===== src/sv/lct_pkg.sv =====
// types, codes and constants of the line crossing tracker
package lct_pkg;

  localparam logic [9:0] FULL_TURN      = 10'd360;
  localparam logic [9:0] HALF_TURN      = 10'd180;
  localparam logic [8:0] BRAKE_CONE_DEG = 9'd60;

  typedef logic signed [9:0] size_t;

  localparam size_t SIZE_NONE = -10'sd100;
  localparam size_t SIZE_LOST = 10'sd300;
  localparam size_t SIZE_FULL = 10'sd200;
  localparam size_t SIZE_ONE  = 10'sd100;

  localparam logic [7:0] CROSSOVER_RESET  = 8'd90;
  localparam logic [8:0] BIG_LIMIT_RESET   = 9'd150;
  localparam logic [8:0] SMALL_LIMIT_RESET = 9'd50;
  localparam logic [7:0] ESCAPE_RESET      = 8'd100;

  typedef enum logic [1:0] {
    CFG_CROSSOVER_BUFFER = 2'd0,
    CFG_BIG_SIZE_LIMIT   = 2'd1,
    CFG_SMALL_SIZE_LIMIT = 2'd2,
    CFG_ESCAPE_SPEED     = 2'd3
  } cfg_index_t;

  typedef struct packed {
    logic       line_seen;
    logic [8:0] line_angle;
    logic [7:0] line_size;
    logic [8:0] heading;
    logic       ball_seen;
    logic [8:0] move_direction;
    logic [7:0] move_speed;
  } in_item_t;

  typedef struct packed {
    logic [8:0] drive_direction;
    logic [7:0] drive_speed;
    logic       brake;
    logic       on_field;
  } out_item_t;

  typedef struct packed {
    logic [7:0] crossover_buffer_deg;
    logic [8:0] big_size_limit;
    logic [8:0] small_size_limit;
    logic [7:0] escape_speed;
  } lct_cfg_t;

  typedef struct packed {
    logic       inside_field;
    logic [8:0] tracked_line_angle;
    size_t      tracked_line_size;
  } lct_state_t;

endpackage


===== src/sv/lct_step.sv =====
// one-sample line tracking update and drive override logic
module lct_step import lct_pkg::*; (
  input  in_item_t   item,
  input  lct_state_t state,
  input  lct_cfg_t   cfg,
  output lct_state_t state_nxt,
  output out_item_t  result
);

  function automatic logic [8:0] wrap360(input logic [9:0] v);
    return (v >= FULL_TURN) ? 9'(v - FULL_TURN) : v[8:0];
  endfunction

  function automatic logic [8:0] gap_deg(input logic [8:0] a, input logic [8:0] b);
    logic [8:0] d;
    d = (a >= b) ? (a - b) : (b - a);
    return ({1'b0, d} > HALF_TURN) ? 9'(FULL_TURN - {1'b0, d}) : d;
  endfunction

  logic [8:0]        head;
  logic [8:0]        dir;
  logic [8:0]        ang;
  logic [8:0]        mirror_ang;
  size_t             line_sz;
  size_t             mirror_sz;
  logic [8:0]        esc_base;
  logic [8:0]        esc_dir;
  logic signed [10:0] size_w;
  logic signed [10:0] big_w;
  logic signed [10:0] small_w;

  always_comb begin
    head       = wrap360({1'b0, item.heading});
    dir        = wrap360({1'b0, item.move_direction});
    ang        = wrap360({1'b0, wrap360({1'b0, item.line_angle})} + {1'b0, head});
    mirror_ang = wrap360({1'b0, ang} + HALF_TURN);
    line_sz    = size_t'({2'b00, item.line_size});
    mirror_sz  = SIZE_FULL - line_sz;

    state_nxt = state;
    if (state.inside_field) begin
      if (item.line_seen) begin
        state_nxt.inside_field       = 1'b0;
        state_nxt.tracked_line_angle = ang;
        state_nxt.tracked_line_size  = line_sz;
      end
    end else if (state.tracked_line_size == SIZE_LOST) begin
      if (item.line_seen) begin
        state_nxt.tracked_line_angle = mirror_ang;
        state_nxt.tracked_line_size  = mirror_sz;
      end
    end else if (!item.line_seen) begin
      if (state.tracked_line_size <= SIZE_ONE) begin
        state_nxt.inside_field       = 1'b1;
        state_nxt.tracked_line_size  = SIZE_NONE;
        state_nxt.tracked_line_angle = '0;
      end else begin
        state_nxt.tracked_line_size = SIZE_LOST;
      end
    end else if (gap_deg(ang, state.tracked_line_angle) > {1'b0, cfg.crossover_buffer_deg}) begin
      state_nxt.tracked_line_angle = mirror_ang;
      state_nxt.tracked_line_size  = mirror_sz;
    end else begin
      state_nxt.tracked_line_angle = ang;
      state_nxt.tracked_line_size  = line_sz;
    end
  end

  always_comb begin
    size_w   = {state_nxt.tracked_line_size[9], state_nxt.tracked_line_size};
    big_w    = signed'({2'b00, cfg.big_size_limit});
    small_w  = signed'({2'b00, cfg.small_size_limit});
    esc_base = wrap360({1'b0, state_nxt.tracked_line_angle} + HALF_TURN);
    esc_dir  = wrap360({1'b0, esc_base} + FULL_TURN - {1'b0, head});

    result.drive_direction = dir;
    result.drive_speed     = item.move_speed;
    result.brake           = 1'b0;
    result.on_field        = state_nxt.inside_field;
    if (!state_nxt.inside_field) begin
      if (size_w > big_w) begin
        result.drive_direction = esc_dir;
        result.drive_speed     = cfg.escape_speed;
      end else if (size_w >= small_w && item.ball_seen && item.line_seen) begin
        if (gap_deg(ang, dir) <= BRAKE_CONE_DEG) begin
          result.drive_speed = '0;
          result.brake       = 1'b1;
        end
      end
    end
  end

endmodule


===== src/sv/line_crossing_tracker_core.sv =====
// top level of the line crossing tracker
// One sensor sample per clock is taken while no result is held by out_stall. An accepted
// transaction sits in the input register while lct_step updates the field/line state and
// computes the drive override from it; the result register loads when the sample advances,
// which waits while a result is held by out_stall. in_stall rises only while a result is
// held by out_stall and the input register is full; configuration writes are always ready.
module line_crossing_tracker_core import lct_pkg::*; (
  input  logic       clk,
  input  logic       rst_n,
  input  logic       in_valid,
  output logic       in_stall,
  input  in_item_t   in_item,
  output logic       out_valid,
  input  logic       out_stall,
  output out_item_t  out_item,
  input  logic       cfg_valid,
  output logic       cfg_ready,
  input  logic [1:0] cfg_index,
  input  logic [8:0] cfg_data
);

  logic       in_valid_r;
  in_item_t   in_item_r;
  logic       out_valid_r;
  out_item_t  out_item_r;
  lct_state_t state_r;
  lct_state_t state_nxt;
  lct_cfg_t   cfg_r;
  out_item_t  result;
  logic       advance;

  lct_step u_step (
    .item      (in_item_r),
    .state     (state_r),
    .cfg       (cfg_r),
    .state_nxt (state_nxt),
    .result    (result)
  );

  assign advance   = in_valid_r && (!out_valid_r || !out_stall);
  assign in_stall  = in_valid_r && !advance;
  assign out_valid = out_valid_r;
  assign out_item  = out_item_r;
  assign cfg_ready = 1'b1;

  always_ff @(posedge clk) begin
    if (!rst_n) begin
      in_valid_r <= 1'b0;
    end else if (!in_stall) begin
      in_valid_r <= in_valid;
    end
  end

  always_ff @(posedge clk) begin
    if (in_valid && !in_stall) begin
      in_item_r <= in_item;
    end
  end

  always_ff @(posedge clk) begin
    if (!rst_n) begin
      out_valid_r <= 1'b0;
    end else if (advance) begin
      out_valid_r <= 1'b1;
    end else if (!out_stall) begin
      out_valid_r <= 1'b0;
    end
  end

  always_ff @(posedge clk) begin
    if (advance) begin
      out_item_r <= result;
    end
  end

  always_ff @(posedge clk) begin
    if (!rst_n) begin
      state_r.inside_field       <= 1'b1;
      state_r.tracked_line_angle <= '0;
      state_r.tracked_line_size  <= SIZE_NONE;
    end else if (advance) begin
      state_r <= state_nxt;
    end
  end

  always_ff @(posedge clk) begin
    if (!rst_n) begin
      cfg_r.crossover_buffer_deg <= CROSSOVER_RESET;
      cfg_r.big_size_limit       <= BIG_LIMIT_RESET;
      cfg_r.small_size_limit     <= SMALL_LIMIT_RESET;
      cfg_r.escape_speed         <= ESCAPE_RESET;
    end else if (cfg_valid && cfg_ready) begin
      unique case (cfg_index_t'(cfg_index))
        CFG_CROSSOVER_BUFFER: cfg_r.crossover_buffer_deg <= cfg_data[7:0];
        CFG_BIG_SIZE_LIMIT:   cfg_r.big_size_limit       <= cfg_data;
        CFG_SMALL_SIZE_LIMIT: cfg_r.small_size_limit     <= cfg_data;
        CFG_ESCAPE_SPEED:     cfg_r.escape_speed         <= cfg_data[7:0];
      endcase
    end
  end

endmodule


===== config.mk =====
export PLATFORM = sky130hd
export DESIGN_NAME = line_crossing_tracker_core
export DESIGN_NICKNAME = d
export VERILOG_FILES = /design/src/sv/lct_pkg.sv /design/src/sv/lct_step.sv /design/src/sv/line_crossing_tracker_core.sv
export SDC_FILE = /design/constraint.sdc
export NUM_CORES = 1
export LEC_CHECK = 0
export ABC_AREA = 1
export BUFFER_PORTS_ARGS = -buffer_cell sky130_fd_sc_hd__buf_2
export CORE_ASPECT_RATIO = 1.25
export CORE_MARGIN = 2
export CORE_UTILIZATION = 67
export DETAILED_ROUTE_END_ITERATION = 6
export HOLD_SLACK_MARGIN = 0.03
export PLACE_DENSITY = 0.86
export SLEW_MARGIN = 20
export SYNTH_ARGS = -nofsm -noshare
export SYNTH_HDL_FRONTEND = slang
export SYNTH_SLANG_ARGS = --single-unit

===== constraint.sdc =====
create_clock -name clk -period 29.7 [get_ports clk]
set_input_delay 5.94 -clock clk [delete_from_list [all_inputs] [get_ports clk]]
set_output_delay 5.94 -clock clk [all_outputs]
set_load 0.01 [all_outputs]

==> metrics.txt <==
RSZ-0062 raised after global routing=false; Yosys cell types=62; Final nets=1,630; # DRC=0; first-pass GRT wire length=43,600 um; synthesized area=10,200 sq um; fmax=0.0747 GHz; HP Class=reg2reg; fin crit share=45.1%; setup violators final=0; Setup CP Type=reg2reg; Worst EP required=slightly below 30 ns; Rel. slew slack=28.0%; post_cts resized=0; Syn-to-layout area delta=10.9%; Rows=50; setup bufs post-CTS=0; Worst-Margin Slew=approximately 1.1 ns; placed insts=1,625; Clk pin slew, worst setup/hold paths=about 0.06 ns; Max Cap Violations=0; HPWL Detailed=20,500 um; Crit. End Element=register; DR pass1 iterations=7; Top Ports=83; clock tree buffer depth=2; clk sink count=120; TritonCTS clock tree=built; TritonCTS buffer count=17; Crit path top cell by count=nand2_1; Clock Latency Late Sink=0.43 ns; GR Overflow Total=0; largest net degree at the start of global routing=between 40 and 50; DR iter-0 viols=719; syn_nets=1,557; DR vias=slightly below 10,000; ys async rst share=0%; EDFF count, synth=64; synthesized instance count=1,389; total core area=14,900 sq um; flop and latch count out of synthesis=120; register area share after synthesis=30.0%; die span in y=142 um; vias per cell=5.86; Warnings, synthesis=0; Detailed Route WL=27,500 um; CP max stage delay=roughly 0.55 ns; die area=16,200 sq um; IO buf count=81; Setup Skew=0.0105 ns; reg2reg setup slack=16.32 ns; Setup TNS=0 ns; antenna violations before repair=0; H-tree levels=4; Die Wd=114 um; routed length per placed instance=around 17 um; number of global-route vias before repair=9,324; status=finished, final reports clean; root buf cell=clkbuf_16; fraction of layout cells with a size suffix above 1=roughly an eighth; CP Data Arrival Time=between 10 and 15 ns; fin cells=1,657; crit path launch type=register; total track usage=34.2%; predominant post-synthesis flop cell=edfxtp_1; ANT nets after route=0; fin crit period=13.38 ns; Slowest-stage cell, CP=or4_1; final RePlAce weighted congestion=approximately 0.95; largest fanout on the critical path=24; Pins Over Slew Limit=0; FILL cells=around 1,200; CTS Hold Buffers Added=0; Hold Vio Cnt, Final=0; syn avg cell area=7.31 sq um; Antenna diodes=0; Initial Utilization=68.2%
-- cells in the final DEF, fill, tap and decap left out, drive strengths merged, types with 15 or more instances in the layout --
cell,count
clkbuf,21
nor2,116
edfxtp,64
dfxtp,56
o211ai,19
o21ai,139
a21oi,112
nor3,15
inv,223
buf,85
nand3,83
ha,101
xor2,50
nand2,292
-- worst paths after layout --
kind                                     from  cells past startpoint           end
worst min register to register      cfg_r[23]                      2     cfg_r[23]
worst min-delay path                cfg_r[23]                      2     cfg_r[23]
worst max register to register  in_item_r[42]                     77  out_item[17]
worst max-delay path            in_item_r[42]                     77  out_item[17]
-- cell families (layout without fill, tap and decap cells) --
logic type                 count (synthesis)  after routing  share of synthesized area [%]
and+or+nand+nor                          532            532                           23.5
AOI/OAI and AO/OA                        310            310                           17.5
buffers and inverters                    258            344                           9.64
adders and majority gates                107            107                           13.6
other                                      1              1                         0.0369
DFF                                      120            120                           30.0
xor gates and xnor gates                  59             59                           5.53
muxes                                      2              2                          0.197
-- through the flow --
| stage | util [%] | worst slack (ns) | cell area (sq um) | hold WS, ns |
|---|---|---|---|---|
| finish | 75.6 | 16.32 | 11300 | 0.464 |
| global placement | 71.8 | 17.15 | 10700 | 0.446 |
| CTS | 75.6 | 16.52 | 11300 | 0.464 |
| detailed placement | 71.8 | 16.66 | 10700 | 0.450 |
| global route | 75.6 | 15.25 | 11300 | 0.484 |
| floorplan | - | 17.56 | 10200 | 0.424 |
-- critical path, delay by kind of cell (launching register included) --
kind / cells / cell delay (ns)
compound gates: 22 / 4.23
xor+xnor: 4 / 0.64
fa+ha+maj: 7 / 2.13
buf+inv: 12 / 0.93
flops: 1 / 0.43
simple gates: 32 / 4.72
-- state kept, by name (all words and copies together) (netlist names) --
name / count
out_item: 19
in_item_r: 45
state_r: 20
in_valid_r: 1
cfg_r: 34
out_valid: 1
-- final cells by class --
type / count / area, sq um / share of cell area [%]
repair buffers: 85 / 435 / 3.87
well taps: 182 / 228 / 2.02
inverters: 227 / 852 / 7.57
multi-input cells: 1011 / 6140 / 54.5
clock inverters: 11 / 101 / 0.900
clock buffers: 21 / 462 / 4.10
flip-flops and latches: 120 / 3040 / 27.0
-- metal layers --
layer	part of all wire, %	GRT usage [%]	vias to the layer above
li1	-	-	4759
met1	38	38.0	4464
met2	51	61.7	389
met3	6.0	5.08	98
met4	4.6	19.7	0
met5	0	0	-
-- synthesized netlist by cell type, drive strengths merged (3+ instances only) --
library cell,count,area [sq um]
a211o,3,26.3
a211oi,4,30.0
a21oi,112,583
a22oi,3,22.5
a31oi,5,31.3
buf,7,36.3
clkbuf,24,90.1
clkinv,5,18.8
dfxtp,56,1120
edfxtp,64,1920
fa,6,120
ha,101,1260
inv,222,833
nand2,292,1200
nand3,83,483
nand3b,4,30.0
nand4,10,62.6
nor2,116,448
nor3,15,75.1
o211ai,19,143
o21ai,139,722
o21bai,4,41.3
o221ai,3,26.3
or2,8,52.6
xnor2,9,78.8
xor2,50,483
Power is left out: the tool's default activity adds up to more than one toggle a clock period on the data nets, which glitch-free logic cannot reach.
